$ cat src/rtl/core/sbc_pkg.sv
// ----------------------------------------------------------------------------
// sbc_pkg
// Types and constants shared by the stereo bit crusher files.
// ----------------------------------------------------------------------------
package sbc_pkg;

   localparam int SAMPLE_W    = 16;
   localparam int CODE_W      = 8;
   localparam int GAIN_W      = 12;
   localparam int COUNT_W     = 24;
   localparam int CSR_INDEX_W = 3;
   localparam int CSR_DATA_W  = 12;

   // Shared multiplier operand and product widths
   localparam int MUL_A_W = 29;
   localparam int MUL_B_W = 14;
   localparam int MUL_P_W = MUL_A_W + MUL_B_W;

   // Divider widths: dividend magnitude, divisor, signed quotient
   localparam int DIV_NUM_W  = 23;
   localparam int DIV_DEN_W  = COUNT_W;
   localparam int DIV_QUOT_W = SAMPLE_W;

   // Register indexes
   localparam logic [CSR_INDEX_W-1:0] CSR_SIGNED_MODE = 3'd0;
   localparam logic [CSR_INDEX_W-1:0] CSR_BYPASS      = 3'd1;
   localparam logic [CSR_INDEX_W-1:0] CSR_INVERT_MASK = 3'd2;
   localparam logic [CSR_INDEX_W-1:0] CSR_ZERO_MASK   = 3'd3;
   localparam logic [CSR_INDEX_W-1:0] CSR_PRE_GAIN    = 3'd4;
   localparam logic [CSR_INDEX_W-1:0] CSR_POST_GAIN   = 3'd5;
   localparam logic [CSR_INDEX_W-1:0] CSR_BLEND       = 3'd6;
   localparam logic [CSR_INDEX_W-1:0] CSR_MONO_OUTPUT = 3'd7;

   localparam logic [GAIN_W-1:0]         GAIN_ONE      = 12'd1024;
   localparam logic signed [SAMPLE_W-1:0] SILENCE_LIMIT = 16'sd327;
   localparam logic [COUNT_W-1:0]         COUNT_MAX     = 24'hFFFFFF;
   localparam logic [COUNT_W-1:0]         FADE_START    = 24'd128;
   localparam logic [CODE_W-1:0]          ALL_BITS      = 8'hFF;

   typedef enum logic [3:0] {
      ST_IDLE,
      ST_PRE_MUL,
      ST_CODE,
      ST_BLEND_MUL,
      ST_DRY_MUL,
      ST_SUM,
      ST_POST_MUL,
      ST_CLIP,
      ST_MIX,
      ST_DIV_LEFT,
      ST_DIV_RIGHT,
      ST_DIV_MONO,
      ST_OUT
   } seq_state_type;

   typedef struct packed {
      logic                 start;
      logic                 neg;
      logic [DIV_NUM_W-1:0] magnitude;
      logic [DIV_DEN_W-1:0] divisor;
   } div_req_type;

   typedef struct packed {
      logic                         done;
      logic signed [DIV_QUOT_W-1:0] quotient;
   } div_rsp_type;

endpackage

$ cat src/rtl/core/sbc_req_if.sv
// ----------------------------------------------------------------------------
// sbc_req_if
// Request channel: one stereo or mono sample pair per handshake.
// ----------------------------------------------------------------------------
interface sbc_req_if;
   import sbc_pkg::*;

   logic                       valid;
   logic                       ready;
   logic signed [SAMPLE_W-1:0] sample_left;
   logic signed [SAMPLE_W-1:0] sample_right;
   logic                       right_present;

   modport source (output valid, output sample_left, output sample_right,
                   output right_present, input ready);
   modport sink   (input valid, input sample_left, input sample_right,
                   input right_present, output ready);
endinterface

$ cat src/rtl/core/sbc_rsp_if.sv
// ----------------------------------------------------------------------------
// sbc_rsp_if
// Response channel: processed sample pair and the crushed code.
// ----------------------------------------------------------------------------
interface sbc_rsp_if;
   import sbc_pkg::*;

   logic                       valid;
   logic                       ready;
   logic signed [SAMPLE_W-1:0] out_left;
   logic signed [SAMPLE_W-1:0] out_right;
   logic [CODE_W-1:0]          crushed_code;

   modport source (output valid, output out_left, output out_right,
                   output crushed_code, input ready);
   modport sink   (input valid, input out_left, input out_right,
                   input crushed_code, output ready);
endinterface

$ cat src/rtl/core/stereo_bit_crusher.sv
// Requests are taken one at a time: a new one is accepted only after the
//   last result has moved into the response register. The shared multiplier
//   (seven steps per side) and the one-bit-a-cycle divider set the pace.
// Reset (synchronous, active high): registers take their default values,
//   the silence count clears and no response is pending.
// ----------------------------------------------------------------------------
// stereo_bit_crusher
// 8-bit bit crusher for a stereo or mono sample pair, with blend, post gain,
// silence fade and optional mono mix, run on one multiplier and one divider.
// ----------------------------------------------------------------------------
module stereo_bit_crusher (
   input  logic                                clock,
   input  logic                                reset,
   sbc_req_if.sink                             req_chan,
   sbc_rsp_if.source                           rsp_chan,
   input  logic                                csr_we,
   input  logic [sbc_pkg::CSR_INDEX_W-1:0]     csr_index,
   input  logic [sbc_pkg::CSR_DATA_W-1:0]      csr_wdata
);
   import sbc_pkg::*;

   // ------------------------------------------------------------------
   // Control registers
   // ------------------------------------------------------------------
   logic              signed_mode_ff;
   logic              bypass_ff;
   logic [CODE_W-1:0] invert_mask_ff;
   logic [CODE_W-1:0] zero_mask_ff;
   logic [GAIN_W-1:0] pre_gain_ff;
   logic [GAIN_W-1:0] post_gain_ff;
   logic [GAIN_W-1:0] blend_ff;
   logic              mono_output_ff;

   always_ff @(posedge clock) begin
      if (reset) begin
         signed_mode_ff <= 1'b0;
         bypass_ff      <= 1'b0;
         invert_mask_ff <= '0;
         zero_mask_ff   <= '0;
         pre_gain_ff    <= GAIN_ONE;
         post_gain_ff   <= GAIN_ONE;
         blend_ff       <= GAIN_ONE;
         mono_output_ff <= 1'b0;
      end else if (csr_we) begin
         unique case (csr_index)
            CSR_SIGNED_MODE: signed_mode_ff <= csr_wdata[0];
            CSR_BYPASS:      bypass_ff      <= csr_wdata[0];
            CSR_INVERT_MASK: invert_mask_ff <= csr_wdata[CODE_W-1:0];
            CSR_ZERO_MASK:   zero_mask_ff   <= csr_wdata[CODE_W-1:0];
            CSR_PRE_GAIN:    pre_gain_ff    <= csr_wdata[GAIN_W-1:0];
            CSR_POST_GAIN:   post_gain_ff   <= csr_wdata[GAIN_W-1:0];
            CSR_BLEND:       blend_ff       <= csr_wdata[GAIN_W-1:0];
            CSR_MONO_OUTPUT: mono_output_ff <= csr_wdata[0];
            default: ;
         endcase
      end
   end

   // ------------------------------------------------------------------
   // Sequencer and datapath registers
   // ------------------------------------------------------------------
   seq_state_type              state_ff, state_in;
   logic                       side_ff, side_in;         // 0 left, 1 right
   logic signed [SAMPLE_W-1:0] xl_ff, xl_in;
   logic signed [SAMPLE_W-1:0] xr_ff, xr_in;
   logic [COUNT_W-1:0]         mute_count_ff, mute_count_in;
   logic [CODE_W-1:0]          code_l_ff, code_l_in;
   logic [CODE_W-1:0]          code_r_ff, code_r_in;
   logic signed [SAMPLE_W-1:0] crush_val_ff, crush_val_in;
   logic signed [MUL_A_W-1:0]  num_ff, num_in;
   logic signed [SAMPLE_W-1:0] side_l_ff, side_l_in;
   logic signed [SAMPLE_W-1:0] side_r_ff, side_r_in;
   logic signed [SAMPLE_W-1:0] res_l_ff, res_l_in;
   logic signed [SAMPLE_W-1:0] res_r_ff, res_r_in;
   logic [CODE_W-1:0]          res_code_ff, res_code_in;

   logic                       rsp_valid_ff, rsp_valid_in;
   logic signed [SAMPLE_W-1:0] rsp_left_ff;
   logic signed [SAMPLE_W-1:0] rsp_right_ff;
   logic [CODE_W-1:0]          rsp_code_ff;
   logic                       rsp_load;

   // Shared units
   logic signed [MUL_A_W-1:0] mul_a;
   logic signed [MUL_B_W-1:0] mul_b;
   logic signed [MUL_P_W-1:0] product;
   div_req_type               div_req;
   div_rsp_type               div_rsp;

   sbc_mul u_mul (
      .clock   (clock),
      .mul_a   (mul_a),
      .mul_b   (mul_b),
      .product (product)
   );

   sbc_div u_div (
      .clock   (clock),
      .reset   (reset),
      .div_req (div_req),
      .div_rsp (div_rsp)
   );

   // ------------------------------------------------------------------
   // Quantiser: pre-gain product times 255, scaled down by 2^26
   // ------------------------------------------------------------------
   logic signed [SAMPLE_W-1:0] x_cur;
   logic signed [MUL_A_W-1:0]  pg_prod;
   logic signed [MUL_A_W-1:0]  ob_bias;
   logic signed [36:0]         sc_t, sc_adj, ob_t;
   logic signed [10:0]         q_s, q_o;
   logic [CODE_W-1:0]          raw_code, code_new;
   logic signed [SAMPLE_W-1:0] crush_new;
   logic signed [MUL_B_W-1:0]  dry_w;

   assign x_cur   = side_ff ? xr_ff : xl_ff;
   assign pg_prod = product[MUL_A_W-1:0];
   assign dry_w   = 14'sd1024 - $signed({2'b00, blend_ff});

   always_comb begin
      // times 255 as times 256 minus one
      sc_t    = $signed({pg_prod, 8'b0}) - $signed({{8{pg_prod[MUL_A_W-1]}}, pg_prod});
      // signed code truncates towards zero
      sc_adj  = sc_t[36] ? sc_t + 37'sd67108863 : sc_t;
      q_s     = sc_adj[36:26];
      // offset code: add half scale first; floor is safe as negatives clamp
      ob_bias = pg_prod + 29'sd33554432;
      ob_t    = $signed({ob_bias, 8'b0}) - $signed({{8{ob_bias[MUL_A_W-1]}}, ob_bias});
      q_o     = ob_t[36:26];
      if (signed_mode_ff) begin
         if (q_s > 11'sd127) begin
            raw_code = 8'h7F;
         end else if (q_s < -11'sd128) begin
            raw_code = 8'h80;
         end else begin
            raw_code = q_s[CODE_W-1:0];
         end
      end else begin
         if (q_o[10]) begin
            raw_code = 8'h00;
         end else if (q_o > 11'sd255) begin
            raw_code = 8'hFF;
         end else begin
            raw_code = q_o[CODE_W-1:0];
         end
      end
      code_new = (raw_code ^ invert_mask_ff) & ~zero_mask_ff;
      // back to Q1.15: code * 256, offset code recentred on 128
      if (signed_mode_ff) begin
         crush_new = $signed({code_new, 8'b0});
      end else begin
         crush_new = $signed({~code_new[CODE_W-1], code_new[CODE_W-2:0], 8'b0});
      end
   end

   // ------------------------------------------------------------------
   // Post-gain scaling: truncate towards zero by 2^20 and clip to Q1.15
   // ------------------------------------------------------------------
   logic signed [MUL_P_W-1:0] post_adj;
   logic signed [22:0]        post_sh;
   logic signed [SAMPLE_W-1:0] clip_new;

   always_comb begin
      post_adj = product[MUL_P_W-1] ? product + 43'sd1048575 : product;
      post_sh  = post_adj[MUL_P_W-1:20];
      if (post_sh > 23'sd32767) begin
         clip_new = 16'sh7FFF;
      end else if (post_sh < -23'sd32768) begin
         clip_new = 16'sh8000;
      end else begin
         clip_new = post_sh[SAMPLE_W-1:0];
      end
   end

   // ------------------------------------------------------------------
   // Mix helpers
   // ------------------------------------------------------------------
   logic signed [SAMPLE_W:0] mix_sum;
   logic signed [SAMPLE_W:0] mix_half;
   logic [SAMPLE_W:0]        mix_mag;
   logic [SAMPLE_W-1:0]      left_mag, right_mag;
   logic                     fade;
   logic signed [SAMPLE_W-1:0] req_right;
   logic                     req_silent;

   always_comb begin
      mix_sum   = {side_l_ff[SAMPLE_W-1], side_l_ff} + {side_r_ff[SAMPLE_W-1], side_r_ff};
      // halve towards zero: add one to negative sums before the shift
      mix_half  = mix_sum + $signed({{SAMPLE_W{1'b0}}, mix_sum[SAMPLE_W]});
      mix_mag   = mix_sum[SAMPLE_W] ? (SAMPLE_W+1)'(-mix_sum) : mix_sum;
      left_mag  = side_l_ff[SAMPLE_W-1] ? SAMPLE_W'(-side_l_ff) : side_l_ff;
      right_mag = side_r_ff[SAMPLE_W-1] ? SAMPLE_W'(-side_r_ff) : side_r_ff;
      fade      = (mute_count_ff >= FADE_START);
      req_right = req_chan.right_present ? req_chan.sample_right : req_chan.sample_left;
      req_silent = (req_chan.sample_left >= -SILENCE_LIMIT &&
                    req_chan.sample_left <= SILENCE_LIMIT &&
                    req_right >= -SILENCE_LIMIT &&
                    req_right <= SILENCE_LIMIT) ||
                   (zero_mask_ff == ALL_BITS);
   end

   // ------------------------------------------------------------------
   // Sequencer: next state, unit operands and datapath updates
   // ------------------------------------------------------------------
   assign rsp_load       = (state_ff == ST_OUT) && (!rsp_valid_ff || rsp_chan.ready);
   assign req_chan.ready = (state_ff == ST_IDLE);

   always_comb begin
      state_in      = state_ff;
      side_in       = side_ff;
      xl_in         = xl_ff;
      xr_in         = xr_ff;
      mute_count_in = mute_count_ff;
      code_l_in     = code_l_ff;
      code_r_in     = code_r_ff;
      crush_val_in  = crush_val_ff;
      num_in        = num_ff;
      side_l_in     = side_l_ff;
      side_r_in     = side_r_ff;
      res_l_in      = res_l_ff;
      res_r_in      = res_r_ff;
      res_code_in   = res_code_ff;
      mul_a         = '0;
      mul_b         = '0;
      div_req           = '0;
      div_req.divisor   = mute_count_ff;

      unique case (state_ff)
         ST_IDLE: begin
            if (req_chan.valid) begin
               xl_in   = req_chan.sample_left;
               xr_in   = req_right;
               side_in = 1'b0;
               if (bypass_ff) begin
                  // pass through; the silence count stays as it is
                  res_l_in    = req_chan.sample_left;
                  res_r_in    = mono_output_ff ? '0 : req_right;
                  res_code_in = '0;
                  state_in    = ST_OUT;
               end else begin
                  if (req_silent) begin
                     if (mute_count_ff != COUNT_MAX) begin
                        mute_count_in = mute_count_ff + 1'b1;
                     end
                  end else begin
                     mute_count_in = '0;
                  end
                  state_in = ST_PRE_MUL;
               end
            end
         end
         ST_PRE_MUL: begin
            mul_a    = MUL_A_W'(x_cur);
            mul_b    = $signed({2'b00, pre_gain_ff});
            state_in = ST_CODE;
         end
         ST_CODE: begin
            if (side_ff) begin
               code_r_in = code_new;
            end else begin
               code_l_in = code_new;
            end
            crush_val_in = crush_new;
            state_in     = ST_BLEND_MUL;
         end
         ST_BLEND_MUL: begin
            mul_a    = MUL_A_W'(crush_val_ff);
            mul_b    = $signed({2'b00, blend_ff});
            state_in = ST_DRY_MUL;
         end
         ST_DRY_MUL: begin
            // wet term arrives while the dry term is issued
            mul_a    = MUL_A_W'(x_cur);
            mul_b    = dry_w;
            num_in   = pg_prod;
            state_in = ST_SUM;
         end
         ST_SUM: begin
            num_in   = num_ff + pg_prod;
            state_in = ST_POST_MUL;
         end
         ST_POST_MUL: begin
            mul_a    = num_ff;
            mul_b    = $signed({2'b00, post_gain_ff});
            state_in = ST_CLIP;
         end
         ST_CLIP: begin
            if (side_ff) begin
               side_r_in = clip_new;
               state_in  = ST_MIX;
            end else begin
               side_l_in = clip_new;
               side_in   = 1'b1;
               state_in  = ST_PRE_MUL;
            end
         end
         ST_MIX: begin
            // left code, unless the left sample is exactly zero
            res_code_in = (xl_ff == '0) ? code_r_ff : code_l_ff;
            if (mono_output_ff) begin
               res_r_in = '0;
               if (fade) begin
                  div_req.start     = 1'b1;
                  div_req.neg       = mix_sum[SAMPLE_W];
                  div_req.magnitude = {mix_mag, 6'b0};
                  state_in          = ST_DIV_MONO;
               end else begin
                  res_l_in = mix_half[SAMPLE_W:1];
                  state_in = ST_OUT;
               end
            end else begin
               if (fade) begin
                  div_req.start     = 1'b1;
                  div_req.neg       = side_l_ff[SAMPLE_W-1];
                  div_req.magnitude = {left_mag, 7'b0};
                  state_in          = ST_DIV_LEFT;
               end else begin
                  res_l_in = side_l_ff;
                  res_r_in = side_r_ff;
                  state_in = ST_OUT;
               end
            end
         end
         ST_DIV_LEFT: begin
            if (div_rsp.done) begin
               res_l_in          = div_rsp.quotient;
               div_req.start     = 1'b1;
               div_req.neg       = side_r_ff[SAMPLE_W-1];
               div_req.magnitude = {right_mag, 7'b0};
               state_in          = ST_DIV_RIGHT;
            end
         end
         ST_DIV_RIGHT: begin
            if (div_rsp.done) begin
               res_r_in = div_rsp.quotient;
               state_in = ST_OUT;
            end
         end
         ST_DIV_MONO: begin
            if (div_rsp.done) begin
               res_l_in = div_rsp.quotient;
               state_in = ST_OUT;
            end
         end
         ST_OUT: begin
            // hold until the response register is free
            if (rsp_load) begin
               state_in = ST_IDLE;
            end
         end
         default: begin
            state_in = ST_IDLE;
         end
      endcase
   end

   always_ff @(posedge clock) begin
      if (reset) begin
         state_ff      <= ST_IDLE;
         side_ff       <= 1'b0;
         mute_count_ff <= '0;
      end else begin
         state_ff      <= state_in;
         side_ff       <= side_in;
         mute_count_ff <= mute_count_in;
      end
      xl_ff        <= xl_in;
      xr_ff        <= xr_in;
      code_l_ff    <= code_l_in;
      code_r_ff    <= code_r_in;
      crush_val_ff <= crush_val_in;
      num_ff       <= num_in;
      side_l_ff    <= side_l_in;
      side_r_ff    <= side_r_in;
      res_l_ff     <= res_l_in;
      res_r_ff     <= res_r_in;
      res_code_ff  <= res_code_in;
   end

   // ------------------------------------------------------------------
   // Response register: load on a free slot, drop once taken
   // ------------------------------------------------------------------
   always_comb begin
      rsp_valid_in = rsp_valid_ff;
      if (rsp_load) begin
         rsp_valid_in = 1'b1;
      end else if (rsp_chan.ready) begin
         rsp_valid_in = 1'b0;
      end
   end

   always_ff @(posedge clock) begin
      if (reset) begin
         rsp_valid_ff <= 1'b0;
      end else begin
         rsp_valid_ff <= rsp_valid_in;
      end
      if (rsp_load) begin
         rsp_left_ff  <= res_l_ff;
         rsp_right_ff <= res_r_ff;
         rsp_code_ff  <= res_code_ff;
      end
   end

   assign rsp_chan.valid        = rsp_valid_ff;
   assign rsp_chan.out_left     = rsp_left_ff;
   assign rsp_chan.out_right    = rsp_right_ff;
   assign rsp_chan.crushed_code = rsp_code_ff;
endmodule

$ cat src/rtl/core/sbc_mul.sv
// ----------------------------------------------------------------------------
// sbc_mul
// Shared signed multiplier with a registered product.
// ----------------------------------------------------------------------------
module sbc_mul (
   input  logic                               clock,
   input  logic signed [sbc_pkg::MUL_A_W-1:0] mul_a,
   input  logic signed [sbc_pkg::MUL_B_W-1:0] mul_b,
   output logic signed [sbc_pkg::MUL_P_W-1:0] product
);
   import sbc_pkg::*;

   logic signed [MUL_P_W-1:0] product_ff;

   always_ff @(posedge clock) begin
      product_ff <= mul_a * mul_b;
   end

   assign product = product_ff;
endmodule

$ cat src/rtl/core/sbc_div.sv
// ----------------------------------------------------------------------------
// sbc_div
// Restoring divider, one quotient bit a cycle, sign applied at the output.
// ----------------------------------------------------------------------------
module sbc_div (
   input  logic                 clock,
   input  logic                 reset,
   input  sbc_pkg::div_req_type div_req,
   output sbc_pkg::div_rsp_type div_rsp
);
   import sbc_pkg::*;

   localparam int CNT_W = $clog2(DIV_NUM_W);
   localparam logic [CNT_W-1:0] LAST_STEP = CNT_W'(DIV_NUM_W - 1);

   logic                 busy_ff, busy_in;
   logic                 done_ff, done_in;
   logic [CNT_W-1:0]     cnt_ff, cnt_in;
   logic                 neg_ff, neg_in;
   logic [DIV_NUM_W-1:0] num_ff, num_in;
   logic [DIV_NUM_W-1:0] quo_ff, quo_in;
   logic [DIV_DEN_W-1:0] den_ff, den_in;
   logic [DIV_DEN_W-1:0] rem_ff, rem_in;
   logic [DIV_DEN_W:0]   trial;
   logic [DIV_QUOT_W-1:0] quo_mag;

   always_comb begin
      busy_in = busy_ff;
      done_in = 1'b0;
      cnt_in  = cnt_ff;
      neg_in  = neg_ff;
      num_in  = num_ff;
      quo_in  = quo_ff;
      den_in  = den_ff;
      rem_in  = rem_ff;
      trial   = {rem_ff, num_ff[DIV_NUM_W-1]};
      if (div_req.start) begin
         busy_in = 1'b1;
         cnt_in  = '0;
         neg_in  = div_req.neg;
         num_in  = div_req.magnitude;
         den_in  = div_req.divisor;
         rem_in  = '0;
         quo_in  = '0;
      end else if (busy_ff) begin
         // shift in the next dividend bit and subtract where it fits
         num_in = {num_ff[DIV_NUM_W-2:0], 1'b0};
         if (trial >= {1'b0, den_ff}) begin
            rem_in = DIV_DEN_W'(trial - {1'b0, den_ff});
            quo_in = {quo_ff[DIV_NUM_W-2:0], 1'b1};
         end else begin
            rem_in = trial[DIV_DEN_W-1:0];
            quo_in = {quo_ff[DIV_NUM_W-2:0], 1'b0};
         end
         cnt_in = cnt_ff + 1'b1;
         if (cnt_ff == LAST_STEP) begin
            busy_in = 1'b0;
            done_in = 1'b1;
         end
      end
   end

   always_ff @(posedge clock) begin
      if (reset) begin
         busy_ff <= 1'b0;
         done_ff <= 1'b0;
         cnt_ff  <= '0;
      end else begin
         busy_ff <= busy_in;
         done_ff <= done_in;
         cnt_ff  <= cnt_in;
      end
      neg_ff <= neg_in;
      num_ff <= num_in;
      quo_ff <= quo_in;
      den_ff <= den_in;
      rem_ff <= rem_in;
   end

   assign quo_mag          = quo_ff[DIV_QUOT_W-1:0];
   assign div_rsp.done     = done_ff;
   assign div_rsp.quotient = neg_ff ? $signed(-quo_mag) : $signed(quo_mag);
endmodule

$ cat src/flat_wrapper.sv
// flat-port wrapper written by rule: the top's interface ports become plain ports
module stereo_bit_crusher_flat import sbc_pkg::*;
  (clock, reset, csr_we, csr_index, csr_wdata, req_chan_valid, req_chan_sample_left, req_chan_sample_right, req_chan_right_present, req_chan_ready, rsp_chan_valid, rsp_chan_out_left, rsp_chan_out_right, rsp_chan_crushed_code, rsp_chan_ready);
  sbc_req_if req_chan_i ();
  sbc_rsp_if rsp_chan_i ();
  input  logic clock;
  input  logic reset;
  input  logic csr_we;
  input  logic [sbc_pkg::CSR_INDEX_W-1:0] csr_index;
  input  logic [sbc_pkg::CSR_DATA_W-1:0] csr_wdata;
  input wire logic [$bits(req_chan_i.valid)-1:0] req_chan_valid;
  input wire logic [$bits(req_chan_i.sample_left)-1:0] req_chan_sample_left;
  input wire logic [$bits(req_chan_i.sample_right)-1:0] req_chan_sample_right;
  input wire logic [$bits(req_chan_i.right_present)-1:0] req_chan_right_present;
  output wire logic [$bits(req_chan_i.ready)-1:0] req_chan_ready;
  output wire logic [$bits(rsp_chan_i.valid)-1:0] rsp_chan_valid;
  output wire logic [$bits(rsp_chan_i.out_left)-1:0] rsp_chan_out_left;
  output wire logic [$bits(rsp_chan_i.out_right)-1:0] rsp_chan_out_right;
  output wire logic [$bits(rsp_chan_i.crushed_code)-1:0] rsp_chan_crushed_code;
  input wire logic [$bits(rsp_chan_i.ready)-1:0] rsp_chan_ready;
  assign req_chan_i.valid = req_chan_valid;
  assign req_chan_i.sample_left = req_chan_sample_left;
  assign req_chan_i.sample_right = req_chan_sample_right;
  assign req_chan_i.right_present = req_chan_right_present;
  assign req_chan_ready = req_chan_i.ready;
  assign rsp_chan_valid = rsp_chan_i.valid;
  assign rsp_chan_out_left = rsp_chan_i.out_left;
  assign rsp_chan_out_right = rsp_chan_i.out_right;
  assign rsp_chan_crushed_code = rsp_chan_i.crushed_code;
  assign rsp_chan_i.ready = rsp_chan_ready;
  stereo_bit_crusher u_core (.clock(clock), .reset(reset), .req_chan(req_chan_i), .rsp_chan(rsp_chan_i), .csr_we(csr_we), .csr_index(csr_index), .csr_wdata(csr_wdata));
endmodule
$ cat config.mk
export PLATFORM = sky130hd
export DESIGN_NAME = stereo_bit_crusher_flat
export DESIGN_NICKNAME = d
export VERILOG_FILES = /design/src/rtl/core/sbc_pkg.sv /design/src/rtl/core/sbc_req_if.sv /design/src/rtl/core/sbc_rsp_if.sv /design/src/rtl/core/stereo_bit_crusher.sv /design/src/rtl/core/sbc_mul.sv /design/src/rtl/core/sbc_div.sv /design/src/flat_wrapper.sv
export SDC_FILE = /design/constraint.sdc
export NUM_CORES = 2
export LEC_CHECK = 0
export ABC_AREA = 1
export BUFFER_PORTS_ARGS = -buffer_cell sky130_fd_sc_hd__buf_2
export CORE_UTILIZATION = 25
export DETAILED_ROUTE_END_ITERATION = 7
export GPL_TIMING_DRIVEN = 1
export PLACE_DENSITY = 0.4
export SLEW_MARGIN = 20
export SYNTH_ARGS = -nofsm -noshare
export SYNTH_HDL_FRONTEND = slang
export SYNTH_HIERARCHICAL = 1
export SYNTH_SLANG_ARGS = --single-unit
export TNS_END_PERCENT = 100
$ cat constraint.sdc
create_clock -name clock -period 7.6 [get_ports clock]
set_input_delay 0.76 -clock clock [delete_from_list [all_inputs] [get_ports clock]]
set_output_delay 0.76 -clock clock [all_outputs]
set_load 0.01 [all_outputs]
Yosys cells after proc, flatten, opt, wreduce, memory -nomap -nowiden
Cells that the tools add are included.
{"block": "totals", "reg_bits": 428, "input_bits": 53, "out_inout_bits": 42, "elab_cells": 208}
{"block": "op_classes", "addsub": 16, "n_mul": 1, "order_cmp": 11, "n_eq_ne": 32, "mux": 65, "bitwise": 7, "reduce_logical": 41}
{"cell": "$mux W16", "n": 19}
{"cell": "$mux W25", "n": 4}
{"cell": "$pmux W16 S3", "n": 2}
{"cell": "$pmux W29 S3", "n": 1}
{"cell": "$sub A37 B29 Y37", "n": 2}
{"cell": "$mux W24", "n": 3}
{"cell": "$mux W8", "n": 8}
{"cell": "$pmux W29 S2", "n": 1}
{"cell": "$pmux W14 S4", "n": 1}
{"cell": "$pmux W25 S2", "n": 1}
{"cell": "$neg A16 Y16", "n": 3}
{"cell": "$pmux W4 S12", "n": 1}
{"cell": "$mux W23", "n": 2}
{"cell": "$add A43 B21 Y43 const B", "n": 1}
{"cell": "$mul A29 B14 Y43", "n": 1}
{"cell": "$mux W43", "n": 1}
{"cell": "$add A37 B27 Y37 const B", "n": 1}
{"cell": "$mux W37", "n": 1}
{"cell": "$ge A16 B10 Y1 const B", "n": 2}
{"cell": "$le A16 B10 Y1 const B", "n": 2}
{"cell": "$add A29 B27 Y29 const B", "n": 1}
{"cell": "$add A29 B29 Y29", "n": 1}
{"cell": "$mux W4", "n": 7}
{"cell": "$reduce_and A2 Y1", "n": 14}
{"cell": "other kinds (49)", "n": 93}

Logic depth before layout (Yosys ltp)
{"block": "depth", "depth_word": 11, "ltp_mapped": 42, "ltp_nobuf": 41}

Cells and area by module
The synthesis kept the hierarchy.
{"module": "stereo_bit_crusher", "n_inst": 1, "cells_each": 2985, "area_each_um2": 21134.0, "seq_area_each_um2": 7617.3}
{"module": "sbc_mul", "n_inst": 1, "cells_each": 2239, "area_each_um2": 16402.0, "seq_area_each_um2": 860.8}
{"module": "sbc_div", "n_inst": 1, "cells_each": 830, "area_each_um2": 5900.7, "seq_area_each_um2": 2382.3}

Worst setup path before layout
Ideal clock, no wire load.
{"block": "synth_timing", "path_kind": "flip-flop to flip-flop", "start": "reg u_core.state_ff[1]", "end": "reg u_core.u_mul.product_ff[42] (netlist: u_core/u_mul/product[42])", "setup_time_ns": 0.114, "arrival_time_ns": 7.047, "required_time_ns": 7.486, "path_slack_ns": 0.439, "stages_incl_launch_ff": 29, "path_buffers": 3, "period_less_slack_ns": 7.161, "cell_sequence": "dfxtp_1 -> clkbuf_1 -> nor2_1 -> inv_1 -> nor2_1 -> inv_1 -> o21ai_1 -> a22oi_1 -> clkbuf_1 -> nand2_1 -> clkbuf_1 -> nand2_1 -> fa_1 -> inv_1 -> fa_1 -> fa_1 -> fa_1 -> fa_1 -> inv_1 -> fa_1 -> inv_1 -> ha_1 -> inv_1 -> nor3_1 -> nand2_1 -> nor2_1 -> nand3_1 -> nand4_1 -> nand2_1"}
{"block": "synth_via", "elab_chain_cells": 4, "word_cells_on_any_way": 8, "cone_classes": "mul: 1; eq/ne: 4; mux: 2; reduce/logical: 1"}
{"element": "start: declaration", "line": "stereo_bit_crusher.sv:62", "rtl": "seq_state_type state_ff, state_in;"}
{"element": "start signal: assignment", "line": "stereo_bit_crusher.sv:363", "rtl": "state_ff <= state_in;"}
{"element": "$eq A4 B1 Y1 / $eq A4 B3 Y1 (equally long branches)", "line": "stereo_bit_crusher.sv:228", "rtl": "unique case (state_ff)"}
{"element": "$reduce_or A2 Y1 (no line)"}
{"element": "$pmux W29 S3 *", "line": "stereo_bit_crusher.sv:228"}
{"element": "named net u_core.mul_a[28]", "line": "stereo_bit_crusher.sv:84", "rtl": "logic signed [MUL_A_W-1:0] mul_a;"}
{"element": "$mul A29 B14 Y43 *", "line": "sbc_mul.sv:16", "rtl": "product_ff <= mul_a * mul_b;"}
{"element": "end signal: assignment", "line": "sbc_mul.sv:16"}
{"element": "end: declaration", "line": "sbc_mul.sv:13", "rtl": "logic signed [MUL_P_W-1:0] product_ff;"}
The timed path passes the listed nets; every way through them passes the cells marked *.
A chain may end at the register's enable or synchronous reset.

Worst setup path in the final report
{"block": "layout_timing", "start": "reg u_core.side_ff", "end": "reg u_core.u_mul.product_ff[36] (netlist: u_core/u_mul/product[36])"}
{"block": "layout_via", "elab_chain_cells": 3}
{"element": "start: declaration", "line": "stereo_bit_crusher.sv:63", "rtl": "logic side_ff, side_in;"}
{"element": "start signal: assignment", "line": "stereo_bit_crusher.sv:364", "rtl": "side_ff <= side_in;"}
{"element": "$mux W16", "line": "stereo_bit_crusher.sv:116", "rtl": "assign x_cur = side_ff ? xr_ff : xl_ff;"}
{"element": "$pmux W29 S3", "line": "stereo_bit_crusher.sv:228"}
{"element": "named net u_core.mul_a[17]", "line": "stereo_bit_crusher.sv:84"}
{"element": "$mul A29 B14 Y43", "line": "sbc_mul.sv:16"}
The timed path passes the listed nets, and every way through them passes these cells.

==> out/results.ini <==
[status]
status = finished, final reports clean

[drt]
drt-vias-per-instance = 4.48
antenna_left = 0
wl_per_cell_um = 18.2
routed_wl_mm = 156
first_iter_violations = 2644
via_count = 38300
drc_errors = 0
dr.pass1.iters = 8

[sta]
setup_viol = 0
post-route-period-util = 0.945
max_freq_ghz = 0.139
finalCriticalPeriod_ns = 7.18
slew_viol_final = 0
skew_ns = 0.0709
hold_viol = 0
worst_pin_slew_ns = 1.10
rsz0062_at_grt = true
relSlewSlack = 0.265

[power_and_ir_drop]
clkPwrFrac = 0.203
p_switching_uw = 6480
peakVddDrop_mv = 0.292
combPwrFrac = 0.565
power.internal_uw = 6490
swShare = 0.500
pwr_density_cell_nw_per_um2 = 262
leakage_uw = 0.0253
seq_power_share = 0.232
total_power_uw = 13000

[setup_path]
worst_ep_required_time_ns = 8.11
path_max_fanout = 14
critPathTopFamily = adder cells
end_kind = register
critical-path-max-stage-delay_ns = 0.58
startpoint_type = register
slowest_stage = fa_1
critPathBufInv = 6
crit_arrival_ns = 7.69
crit_type = reg -> reg
rrSetupSlack_ns = 0.42

[yosys]
muxShareOfSynthArea = 0
yosysTopAreaCellShare = 0.174
ys_ff_latch = 420
yosysTopAreaCell = fa_1
netlist_instances = 6054
yosysSeqAreaShare = 0.250
synth.distinct_cells = 72
ys_warn_count = 6
synthesis.area_um2 = 43400
synth_area_leaders = fa_1 (17%), edfxtp_1 (17%), nand2_1 (15%)
synth_area_per_cell_um2 = 7.17
synth_xor_area_frac = 0.0288
ys.flop_type = edfxtp_1
yosys.area_share.simple = 0.277
synth_top_family_by_area = simple AND/OR/NAND/NOR gates
yosys.area_share.adder = 0.237
synth_compound_area_frac = 0.0802
synth-edff-count = 245
async_flop_share = 0

[place]
dp_hpwl_mm = 129
gp_congestion = 0.925
port_buffers = 94
dpl_cell_area_um2 = 47400

[clock_network]
clkLatencyLatePin_ns = 0.67
cts_max_path_buffers = 3
cts_max_level = 2
cts_buffers = 53
cts_tree = built
ctsRootBufferMaster = clkbuf_16
clk_pin_slew_ns = 0.06
cts_sinks = 420

[final_layout]
fin_nets = 6836
design_area_um2 = 49400
area_growth_pct = 13.8
drive_above_1_share = 0.0870
fin_util = 0.287

[global_routing]
grt_max_degree = 55
gr-usage-met1 = 0.251
use_met3 = 0.0116
use_met2 = 0.293
grt_pass1_wl_mm = 236
top_usage_layer = met2
grt_usage = 0.177
grt_pass1_vias = 38100
grt_antenna_before_repair = 2
overflow = 0

[floorplanning]
dieWidth_um = 419
die_y_um = 419
num_io_pins = 95
rows = 152
start_util = 0.252
die-area_um2 = 175000
core_area_um2 = 172000

[min_path]
hp-class = in -> reg

[run]
drv_cap = 0

-- power groups by stage --
stage,sequential (uW),combinational [uW],clock [uW]
6_report,3010,7320,2630
5_1_grt,3030,8160,2800
4_1_cts,3010,7310,2730
3_5_place_dp,3060,7280,0
3_3_place_gp,3060,7260,0
2_1_floorplan,2970,4930,0
-- cells by family (layout without fill, tap and decap cells) --
kind of cell	count (synthesis)	in the layout
AND/OR/NAND/NOR	2838	2838
buffers and inverters	1457	1629
AO/OA/AOI/OAI	600	600
adder cells (fa/ha/maj)	596	596
flip-flops	420	420
XOR/XNOR	142	142
other	1	7
-- through the flow --
step	hold WS [ns]	setup WS, ns	cells	TNS [ns]
global placement	0.406	0.234	8440	0
floorplan	0.400	0.439	6059	0
finish	0.309	0.417	8542	0
CTS	0.257	0.168	8539	0
global route	0.282	-0.0877	8542	-0.336
detailed placement	0.405	0.180	8440	0
-- path summary, 6_finish.rpt --
path,start,endpoint,cells past startpoint
worst max-delay path,u_core/side_ff$_SDFFE_PP0P_,u_core/u_mul/product[36]$_DFF_P_,25
worst min-delay path,req_chan_sample_left[8],u_core/xl_ff[8]$_DFFE_PP_,1
worst max register to register,u_core/side_ff$_SDFFE_PP0P_,u_core/u_mul/product[36]$_DFF_P_,25
worst min register to register,u_core/res_l_ff[13]$_DFFE_PP_,u_core/rsp_chan.out_left[13]$_DFFE_PP_,0
-- cells in the mapped netlist, types with 6 or more instances --
| cell | instances |
|---|---|
| a22oi_1 | 9 |
| o21bai_1 | 12 |
| o21ai_1 | 12 |
| o21a_1 | 9 |
| edfxtp_1 | 245 |
| nor2_1 | 481 |
| nand3b_1 | 9 |
| a21o_1 | 7 |
| nor2_2 | 26 |
| nand4_1 | 85 |
| xor2_1 | 109 |
| clkinv_1 | 8 |
| o221ai_1 | 18 |
| a21oi_1 | 212 |
| a31oi_1 | 11 |
| buf_4 | 6 |
| or2_2 | 25 |
| nand3_2 | 24 |
| buf_2 | 10 |
| o2111ai_1 | 7 |
| o21ai_0 | 206 |
| clkbuf_1 | 129 |
| dfxtp_1 | 175 |
| inv_2 | 20 |
| nand3_1 | 282 |
| o22ai_1 | 30 |
| ha_1 | 218 |
| nand2_1 | 1729 |
| fa_1 | 378 |
| a22o_1 | 7 |
| inv_1 | 1273 |
| xnor2_1 | 32 |
| nor4_1 | 23 |
| nor3_1 | 79 |
| nor2_4 | 7 |
| nand2_2 | 35 |
| buf_1 | 7 |
| o211ai_1 | 21 |
| nor3_2 | 9 |
-- sequential cells by signal (all words and copies together), names as in the netlist, 23 cells and up --
register and count:
u_core/u_mul/product 43, u_core/mute_count_ff 24, u_core/u_div/den_ff 24, u_core/num_ff 29
u_core/u_div/rem_ff 24, u_core/u_div/num_ff 23
-- timing repair --
| item | CTS | global route |
|---|---|---|
| buffers inserted | 0 | 2 |
| endpoints found under the hold margin | 0 | 0 |
| resized for setup | 0 | 53 |
| hold buffers | 0 | 0 |
| setup endpoints to repair | 0 | 27 |
-- metal layers --
metal,share of wire,wire length (um)
met3,0.030,4700
met2,0.46,71300
met1,0.49,76500
met5,0,0
met4,0.021,3290
-- layout make-up --
type,count,area (um^2)
well taps,2310,2890
flip-flops and latches,420,10900
inverters,1302,4890
multi-input cells,4182,27300
diodes,1,2.50
repair buffers,228,1680
clock buffers,66,1440
clock inverters,33,353
fillers,18900,123000
-- placed cells by master, fill, tap and decap left out, types with 11 or more instances in the layout --
cell,n
nand2_1,1721
inv_1,1273
nor2_1,457
fa_1,376
nand3_1,281
edfxtp_1,245
ha_1,215
o21ai_0,204
a21oi_1,199
dfxtp_1,175
buf_4,117
xor2_1,109
buf_2,94
nand4_1,85
nor3_1,78
clkbuf_16,56
nor2_2,46
nand2_2,43
xnor2_1,32
o22ai_1,30
or2_2,25
nand3_2,25
nor4_1,22
o211ai_1,21
inv_2,20
o221ai_1,18
buf_12,15
a21oi_2,14
clkinv_1,13
o21ai_1,13
nor2_4,11
a31oi_1,11
(Power assumes the default switching activity.)
